==> config.mk <==
export PLATFORM = sky130hd
export DESIGN_NAME = balancer_channel_duty_timer
export DESIGN_NICKNAME = d
export VERILOG_FILES = /design/src/hdl/bcdt_pkg.sv /design/src/hdl/bcdt_chan_bank.sv /design/src/hdl/bcdt_out_reg.sv /design/src/hdl/balancer_channel_duty_timer.sv
export SDC_FILE = /design/constraint.sdc
export NUM_CORES = 1
export LEC_CHECK = 0
export ABC_CLOCK_PERIOD_IN_PS = 4600
export BUFFER_PORTS_ARGS = -buffer_cell sky130_fd_sc_hd__clkbuf_2
export CAP_MARGIN = 5
export CORE_MARGIN = 8
export CORE_UTILIZATION = 50
export DETAILED_ROUTE_END_ITERATION = 16
export GPL_ROUTABILITY_DRIVEN = 0
export PLACE_DENSITY = 0.7
export SLEW_MARGIN = 15
export SYNTH_ARGS = -nofsm -noshare
export SYNTH_HDL_FRONTEND = slang
export SYNTH_SLANG_ARGS = --single-unit
==> constraint.sdc <==
create_clock -name clk -period 4.6 [get_ports clk]
set_clock_uncertainty 0.1 [all_clocks]
set_input_delay 0.23 -clock clk [delete_from_list [all_inputs] [get_ports clk]]
set_output_delay 0.23 -clock clk [all_outputs]
set_load 0.05 [all_outputs]
==> src/hdl/bcdt_pkg.sv <==
// Shared types and operation codes for the balancer channel duty timer.
package bcdt_pkg;

	// Item operation codes
	typedef enum logic [0:0] {
		OP_SET  = 1'b0,
		OP_TICK = 1'b1
	} op_t;

	// Field widths fixed by the item format
	localparam int unsigned CH_W    = 3;
	localparam int unsigned VAL_W   = 8;
	localparam int unsigned DRIVE_W = 8;

	// On-time write into the channel bank
	typedef struct packed {
		logic              en;
		logic [CH_W-1:0]   channel;
		logic [VAL_W-1:0]  on_time;
	} wr_t;

	// Channel bank status toward the control logic
	typedef struct packed {
		logic               any_enabled;
		logic [DRIVE_W-1:0] drive;
	} bank_stat_t;

endpackage

==> src/hdl/bcdt_chan_bank.sv <==
// Per-channel on-time registers, enable bits and duty compares.
module bcdt_chan_bank import bcdt_pkg::*; #(
	parameter int unsigned CHANNELS = 8
) (
	input  logic              clk,
	input  logic              arst_n,
	input  wr_t               wr,
	input  logic [VAL_W-1:0]  count_next,
	output bank_stat_t        stat
);

	logic [CHANNELS-1:0] enable_q;
	logic [VAL_W-1:0]    on_time_q [CHANNELS];
	logic [DRIVE_W-1:0]  drive;

	for (genvar n = 0; n < DRIVE_W; n++) begin : g_ch
		if (n < CHANNELS) begin : g_used
			logic hit;
			assign hit = wr.en && (wr.channel == CH_W'(n));

			// enable follows nonzero on-time
			always_ff @(posedge clk or negedge arst_n) begin
				if (!arst_n) begin
					enable_q[n] <= 1'b0;
				end else if (hit) begin
					enable_q[n] <= (wr.on_time != '0);
				end
			end

			// on-time payload, no reset
			always_ff @(posedge clk) begin
				if (hit) begin
					on_time_q[n] <= wr.on_time;
				end
			end

			assign drive[n] = enable_q[n] && (count_next < on_time_q[n]);
		end else begin : g_unused
			assign drive[n] = 1'b0;
		end
	end

	assign stat.any_enabled = |enable_q;
	assign stat.drive       = drive;

endmodule

==> src/hdl/bcdt_out_reg.sv <==
// Result holding register with valid/stall handshake.
module bcdt_out_reg import bcdt_pkg::*; (
	input  logic               clk,
	input  logic               arst_n,
	input  logic               load,
	input  logic [DRIVE_W-1:0] data,
	output logic               free,
	output logic               result_valid,
	input  logic               result_stall,
	output logic [DRIVE_W-1:0] drive_bits
);

	logic               valid_q;
	logic [DRIVE_W-1:0] data_q;

	// slot can take new data when empty or being taken this cycle
	assign free = !valid_q || !result_stall;

	always_ff @(posedge clk or negedge arst_n) begin
		if (!arst_n) begin
			valid_q <= 1'b0;
		end else if (free) begin
			valid_q <= load;
		end
	end

	always_ff @(posedge clk) begin
		if (free && load) begin
			data_q <= data;
		end
	end

	assign result_valid = valid_q;
	assign drive_bits   = data_q;

endmodule

==> src/hdl/balancer_channel_duty_timer.sv <==
// Top level of the balancer channel duty timer.
// Drives up to CHANNELS passive balancer switches from one shared 8-bit tick
// counter. A set transaction stores a channel's on-time (zero disables the
// channel, channels at or beyond CHANNELS are ignored); a tick transaction
// advances the counter when any channel is enabled and emits the new drive
// byte only when it differs from the last byte sent. One transaction is taken
// every cycle; an item enters an input register, is processed against the
// counter and channel registers once the output register is free, and its
// result, if any, is then registered in the output register. Throughput drops
// only while the output register holds a result that the receiver stalls.
module balancer_channel_duty_timer import bcdt_pkg::*; #(
	parameter int unsigned CHANNELS = 8
) (
	input  logic               clk,
	input  logic               arst_n,
	input  logic               item_valid,
	output logic               item_stall,
	input  logic [0:0]         operation,
	input  logic [CH_W-1:0]    channel,
	input  logic [VAL_W-1:0]   on_time,
	output logic               result_valid,
	input  logic               result_stall,
	output logic [DRIVE_W-1:0] drive_bits
);

	logic               valid_s1;
	op_t                op_s1;
	logic [CH_W-1:0]    ch_s1;
	logic [VAL_W-1:0]   val_s1;
	logic [VAL_W-1:0]   count_q;
	logic [DRIVE_W-1:0] last_q;
	logic [VAL_W-1:0]   count_next;
	logic               free;
	logic               go;
	logic               tick_go;
	logic               emit;
	wr_t                wr;
	bank_stat_t         stat;

	// input stage holds while its item cannot be processed
	assign item_stall = valid_s1 && !free;
	assign go         = valid_s1 && free;

	always_ff @(posedge clk or negedge arst_n) begin
		if (!arst_n) begin
			valid_s1 <= 1'b0;
		end else if (!item_stall) begin
			valid_s1 <= item_valid;
		end
	end

	always_ff @(posedge clk) begin
		if (item_valid && !item_stall) begin
			op_s1  <= op_t'(operation);
			ch_s1  <= channel;
			val_s1 <= on_time;
		end
	end

	// set transaction writes the channel bank
	assign wr.en      = go && (op_s1 == OP_SET);
	assign wr.channel = ch_s1;
	assign wr.on_time = val_s1;

	assign count_next = count_q + VAL_W'(1);

	bcdt_chan_bank #(
		.CHANNELS (CHANNELS)
	) u_bank (
		.clk        (clk),
		.arst_n     (arst_n),
		.wr         (wr),
		.count_next (count_next),
		.stat       (stat)
	);

	// tick advances counter only with a channel enabled
	assign tick_go = go && (op_s1 == OP_TICK) && stat.any_enabled;
	assign emit    = tick_go && (stat.drive != last_q);

	always_ff @(posedge clk or negedge arst_n) begin
		if (!arst_n) begin
			count_q <= '0;
			last_q  <= '0;
		end else begin
			if (tick_go) begin
				count_q <= count_next;
			end
			if (emit) begin
				last_q <= stat.drive;
			end
		end
	end

	bcdt_out_reg u_out (
		.clk          (clk),
		.arst_n       (arst_n),
		.load         (emit),
		.data         (stat.drive),
		.free         (free),
		.result_valid (result_valid),
		.result_stall (result_stall),
		.drive_bits   (drive_bits)
	);

endmodule
==> results of run 1 <==
==> flip-flops by register name, summed over array words and instances (netlist names) <==
| register | cells |
|---|---|
| count_q | 8 |
| last_q | 8 |
| u_out.result_valid | 1 |
| val_s1 | 8 |
| ch_s1 | 3 |
| u_out.drive_bits | 8 |
| u_bank.on_time_q | 64 |
| u_bank.enable_q | 8 |
| op_s1 | 1 |
| valid_s1 | 1 |
==> logic make-up (layout without fill, tap and decap cells) <==
group | Yosys count | in the layout | share of synthesized area
adders and majority gates | 57 | 57 | 0.131
and+or+nand+nor | 125 | 125 | 0.114
muxes | 8 | 8 | 0.0196
DFF | 110 | 110 | 0.583
AOI/OAI and AO/OA | 62 | 62 | 0.0835
xor gates and xnor gates | 14 | 14 | 0.0225
buffers and inverters | 66 | 126 | 0.0462
==> worst max-delay path, stage by stage, from the launching register on <==
cell and delay (ps):
dfrtp_1 580, ha_1 280, xor2_1 710, ha_1 380, o21ai_0 150, o21bai_1 150
a2111oi_4 480, mux2i_1 230, nand4_1 130, o21ai_2 170, inv_2 160, mux2_4 330
==> synth_stat cells (2+ instances only) <==
cell type  number  area, um^2
nand2_1        35         131
o221ai_1        2        17.5
inv_1          62         233
mux2_4          5        75.1
nand4b_1        4        35.0
nand3_1        16        80.1
edfxtp_1       84        2520
a31oi_1        13        81.3
o21bai_1        2        15.0
inv_2           2        7.51
xnor2_1         8        70.1
o21ai_1         3        15.0
o21ai_0         4        20.0
and2_1          2        12.5
o31ai_1         2        15.0
a21boi_1        3        22.5
nand4_1         4        25.0
nor4_1          4        25.0
o21a_1          3        22.5
dfrtp_1        26         651
nor2_1         33         124
nor2b_1         4        25.0
a21oi_1        11        55.1
nor3_1          7        35.0
and3_1          3        18.8
and4_1          3        26.3
mux2i_1         2        20.0
ha_1           57         713
a21o_1          3        22.5
xor2_1          6        52.6
or3_1           3        18.8
nand2b_1        3        18.8
==> per-stage QoR <==
stage	instances	total power, mW	area, um^2
after floorplan	442	2.00	5440
after global placement	612	2.24	5790
after detailed placement	612	2.28	5790
after CTS	642	2.86	6110
after global routing	642	3.02	6110
final	642	2.84	6110
==> power groups by stage <==
stage / Combinational, mW / Sequential [mW] / Clock [mW]
final: 0.962 / 1.31 / 0.563
after CTS: 0.968 / 1.31 / 0.581
after global routing: 1.08 / 1.33 / 0.613
after global placement: 0.912 / 1.33 / 0
after floorplan: 0.675 / 1.32 / 0
after detailed placement: 0.952 / 1.33 / 0
==> routing by layer <==
layer | global-route usage | up-vias | routed length (um)
met5 | 0 | - | 0
met4 | 0.0632 | 0 | 280
met3 | 0.0401 | 21 | 479
met2 | 0.274 | 76 | 5480
met1 | 0.224 | 1692 | 5480
li1 | - | 1704 | -
==> area by class of cell <==
| class | count | area, um^2 | share of cell area |
|---|---|---|---|
| clock buffer | 10 | 128 | 0.0209 |
| clock inverter | 6 | 60.1 | 0.00982 |
| inverter | 64 | 240 | 0.0393 |
| multi-input combinational | 266 | 2020 | 0.330 |
| sequential | 110 | 3170 | 0.519 |
| tap | 140 | 175 | 0.0287 |
| timing repair buffer | 46 | 318 | 0.0520 |
==> path summary, 6_finish.rpt <==
kind | end | slack (ps) | depth (start not counted)
setup / recovery | last_q[2] | 640 | 11
hold / removal | valid_s1 | 30 | 3
setup reg to reg | last_q[2] | 640 | 11
hold reg to reg | count_q[7] | 400 | 1
max in group asynchronous | u_out.result_valid | 3610 | 2
min in group asynchronous | count_q[1] | 330 | 2
==> impl_metrics.env, run 1 <==
export IMPL_peakVddDrop_mv=0.209
export IMPL_clock_latency_ps=380
export IMPL_ys_seq_area_frac=0.583
export IMPL_p_leak_nw=2.66
export IMPL_final_core_util=0.569
export IMPL_clkPwrFrac=0.198
export IMPL_syn_area_per_cell_um2=12.3
export IMPL_cts_buffer_depth=2
export IMPL_area_growth_pct=12.4
export IMPL_dr_pass1_iters=5
export IMPL_synth_seq_cells=110
export IMPL_drtIter0Drc=170
export IMPL_grt_pass1_wl_um=18900
export IMPL_drv_cap=0
export IMPL_cts_made_buffers=9
export IMPL_internal_power_mw=1.85
export IMPL_ys_types=55
export IMPL_whs_ps=32.0
export IMPL_wl_per_cell_um=18.2
export IMPL_ys_warn_count=0
export IMPL_dieHeight_um=120
export IMPL_start_kind="register"
export IMPL_fin_ws_ps=636
export IMPL_worstSetupPathType="reg2reg"
export IMPL_switching_share=0.349
export IMPL_slew_violations=0
export IMPL_synth_area_um2=5440
export IMPL_critPathLaunch="count_q[0]"
export IMPL_htree_num_levels=3
export IMPL_dp_worst_setup_slack_ps=649
export IMPL_finalCriticalPeriod_ps=3960
export IMPL_clk_pin_slew_ps=100
export IMPL_post_cts_buffers=0
export IMPL_grt_usage=0.172
export IMPL_p_switching_uw=990
export IMPL_tritoncts="done"
export IMPL_ant_nets=0
export IMPL_netlist_instances=442
export IMPL_cts_sinks=110
export IMPL_layout_cells_most_common="edfxtp_1"
export IMPL_fillers=907
export IMPL_wl_um=11700
export IMPL_hold_viol=0
export IMPL_rsz0062_at_grt="false"
export IMPL_max_freq_ghz=0.252
export IMPL_antenna_found_initial=0
export IMPL_tns_ps=0
export IMPL_num_io_pins=26
export IMPL_synth_enable_flop_cells=84
export IMPL_grt_ovfl_total=0
export IMPL_status="finished, final reports clean"
export IMPL_dp_hpwl_um=8700
export IMPL_grt_pass1_vias=3590
export IMPL_layout_drive_gt1_share=0.120
export IMPL_port_buffers=25
export IMPL_synthArstFlopShare=0.236
export IMPL_die_area_um2=14500
export IMPL_cp_end_kind="register"
export IMPL_finalNetCount=570
export IMPL_p_seq_frac=0.463
export IMPL_viasPerCell=5.44
export IMPL_fin_crit_sh=0.862
export IMPL_start_util=0.506
export IMPL_crit_path_max_fanout=13
export IMPL_antenna_cells=0
export IMPL_slew_headroom=0.256
export IMPL_timing_rr_start="count_q[0]"
export IMPL_cts_hold_buf=14
export IMPL_vias=3493
export IMPL_synth_nets=515
export IMPL_hp_class="in2reg"
export IMPL_core_region_area_um2=10700
export IMPL_combPwrFrac=0.339
export IMPL_powerDensity_nw_per_um2=464
export IMPL_hp_start="result_stall"
export IMPL_worstPathRequired_ps=4760
export IMPL_chipWidth_um=120
export IMPL_post_cts_resized=0
export IMPL_setup_violations=0
export IMPL_placementRows=38
export IMPL_yosys_most_used_dff="edfxtp_1"
export IMPL_grt_max_degree=27
export IMPL_root_buffer="clkbuf_8"
export IMPL_final_cell_mix="edfxtp_1 (84), inv_1 (62), ha_1 (57), nand2_1 (35), nor2_1 (33)"
export IMPL_drc=0
export IMPL_tightest_slew_ps=1110
export IMPL_worstPathArrival_ps=4130
Power figures use the tool's default switching activity.
==> run 2, diff against run 1 <==
--- a/config.mk
+++ b/config.mk
@@ -5,7 +5,7 @@
 export SDC_FILE = /design/constraint.sdc
 export NUM_CORES = 1
 export LEC_CHECK = 0
-export ABC_CLOCK_PERIOD_IN_PS = 4600
+export ABC_CLOCK_PERIOD_IN_PS = 3950
 export BUFFER_PORTS_ARGS = -buffer_cell sky130_fd_sc_hd__clkbuf_2
 export CAP_MARGIN = 5
 export CORE_MARGIN = 8
@@ -17,3 +17,4 @@
 export SYNTH_ARGS = -nofsm -noshare
 export SYNTH_HDL_FRONTEND = slang
 export SYNTH_SLANG_ARGS = --single-unit
+export TNS_END_PERCENT = 5
==> constraint.sdc (replaced) <==
create_clock -name clk -period 3.95 [get_ports clk]
set_clock_uncertainty 0.1 [all_clocks]
set_input_delay 0.1975 -clock clk [delete_from_list [all_inputs] [get_ports clk]]
set_output_delay 0.1975 -clock clk [all_outputs]
set_load 0.05 [all_outputs]
==> impl_metrics.env, run 2 (synthesis results as in run 1) <==
export IMPL_layout_drive_gt1_share=0.129
export IMPL_crit_path_cell_trace="buf_4 > nand3_1 > nor2_1 > nand3_1 > xnor2_1 > buf_4 > ha_1 > nand2_1 > o21ai_0 > nor4b_2 > xnor2_1 > nand4b_1 > o21ai_2 > inv_2 > mux2_4"
export IMPL_stdcell_area_um2=6140
export IMPL_setup_violations=0
export IMPL_wl_per_cell_um=17.6
export IMPL_antenna_found_initial=0
export IMPL_start_util=0.506
export IMPL_worstPathArrival_ps=3900
export IMPL_max_freq_ghz=0.269
export IMPL_cp_end_kind="register"
export IMPL_num_io_pins=26
export IMPL_dp_hpwl_um=8400
export IMPL_hp_class="in2reg"
export IMPL_slew_headroom=0.241
export IMPL_chipWidth_um=120
export IMPL_root_buffer="clkbuf_8"
export IMPL_placementRows=38
export IMPL_worstPathRequired_ps=4130
export IMPL_fillers=905
export IMPL_die_area_um2=14500
export IMPL_grt_ovfl_total=0
export IMPL_timing_rr_start="count_q[0]"
export IMPL_grt_pass1_wl_um=18500
export IMPL_drc=0
export IMPL_tritoncts="done"
export IMPL_powerDensity_nw_per_um2=540
export IMPL_status="finished, final reports clean"
export IMPL_final_cell_mix="edfxtp_1 (84), inv_1 (62), ha_1 (57), nand2_1 (35), nor2_1 (33)"
export IMPL_vias=3545
export IMPL_cts_sinks=110
export IMPL_total_power_mw=3.32
export IMPL_p_leak_nw=2.68
export IMPL_critPathSlowestCell="nor4b_2"
export IMPL_port_buffers=25
export IMPL_antenna_cells=0
export IMPL_dr_pass1_iters=5
export IMPL_finalNetCount=573
export IMPL_fin_crit_sh=0.943
export IMPL_slew_violations=0
export IMPL_area_growth_pct=13.0
export IMPL_tightest_slew_ps=1130
export IMPL_drtIter0Drc=250
export IMPL_fin_ws_ps=226
export IMPL_htree_num_levels=3
export IMPL_peakVddDrop_mv=0.402
export IMPL_dieHeight_um=120
export IMPL_r2r_slack_ps=230
export IMPL_viasPerCell=5.50
export IMPL_drv_cap=0
export IMPL_grt_pass1_vias=3607
export IMPL_finalCriticalPeriod_ps=3720
export IMPL_placed_area_um2=5800
export IMPL_start_kind="register"
export IMPL_clock_latency_ps=390
export IMPL_tns_ps=0
export IMPL_core_region_area_um2=10700
export IMPL_worstSetupPathType="reg2reg"
export IMPL_ant_nets=0
export IMPL_cp_slowest_stage_delay_ps=510
export IMPL_grt_usage=0.167
export IMPL_critPathLaunch="count_q[0]"
export IMPL_layout_cells_most_common="edfxtp_1"
export IMPL_post_cts_buffers=0
export IMPL_largest_reg_flops=64
export IMPL_reg2reg_to="last_q[6]"
export IMPL_cts_buffer_depth=2
export IMPL_grt_max_degree=27
export IMPL_rr_worst_depth=15
export IMPL_wl_um=11400
export IMPL_rsz0062_at_grt="false"
export IMPL_crit_end="last_q[6]"
export IMPL_regMostFlops="u_bank.on_time_q"
export IMPL_crit_path_max_fanout=13
export IMPL_dp_worst_setup_slack_ps=211
export IMPL_clk_pin_slew_ps=110
export IMPL_hold_viol=0
export IMPL_cts_made_buffers=9
==> run 2: changes by cell type in the layout (fill, tap and decap cells not counted), sizes merged <==
cell,before,now
buf,7,9
inv,65,67
bufinv,1,0
clkbuf,35,34
dlygate4sd3,14,15
==> run 2: worst max-delay path, delay by kind of cell, from the launching register on <==
family                   cells  cell delay [ps]
flip-flops                   1              370
adder cells (fa/ha/maj)      1              270
XOR/XNOR                     2              360
multiplexers                 1              330
AND/OR/NAND/NOR              6             1300
buffers and inverters        3              570
AO/OA/AOI/OAI                2              290
==> run 2: repair_timing <==
action	CTS	global route
hold buffers	15	0
endpoints found under the setup margin	0	5
hold endpoints to repair	39	0
resized for setup	0	1
==> run 2: worst min path at each step <==
| stage | from | to | slack (ps) | depth (start not counted) |
|---|---|---|---|---|
| global placement | arst_n | count_q[2] | 180 | 1 |
| finish | result_stall | u_out.result_valid | 30 | 3 |
| detailed placement | arst_n | count_q[2] | 190 | 1 |
| floorplan | arst_n | count_q[0] | -200 | 0 |
| global route | result_stall | u_out.result_valid | 30 | 3 |
| CTS | result_stall | u_out.result_valid | 20 | 3 |
==> run 2: per-layer routing <==
metal | global-route usage | vias up | wire [um]
met5 | 0 | - | 0
met4 | 0.0664 | 0 | 335
met3 | 0.0480 | 23 | 762
met2 | 0.276 | 96 | 5420
met1 | 0.204 | 1714 | 4850
li1 | - | 1712 | -
==> run 2: stage by stage <==
step	utilization	cells	hold slack, ps
global route	0.572	645	33.2
finish	0.572	645	28.8
floorplan	-	442	-198
detailed placement	0.539	614	190
global placement	0.539	614	179
CTS	0.571	645	15.6
==> run 2: power by group <==
group | internal (mW) | switching (mW)
combinational | 0.490 | 0.663
sequential | 1.38 | 0.131
clock | 0.245 | 0.408
==> run 2: area by class of cell <==
class,instances,area (um^2),share of cell area
sequential,110,3170,0.516
timing repair buffer,49,343,0.0558
clock buffer,9,124,0.0202
inverter,64,240,0.0391
tap,140,175,0.0285
clock inverter,7,67.6,0.0110
multi-input combinational,266,2020,0.329
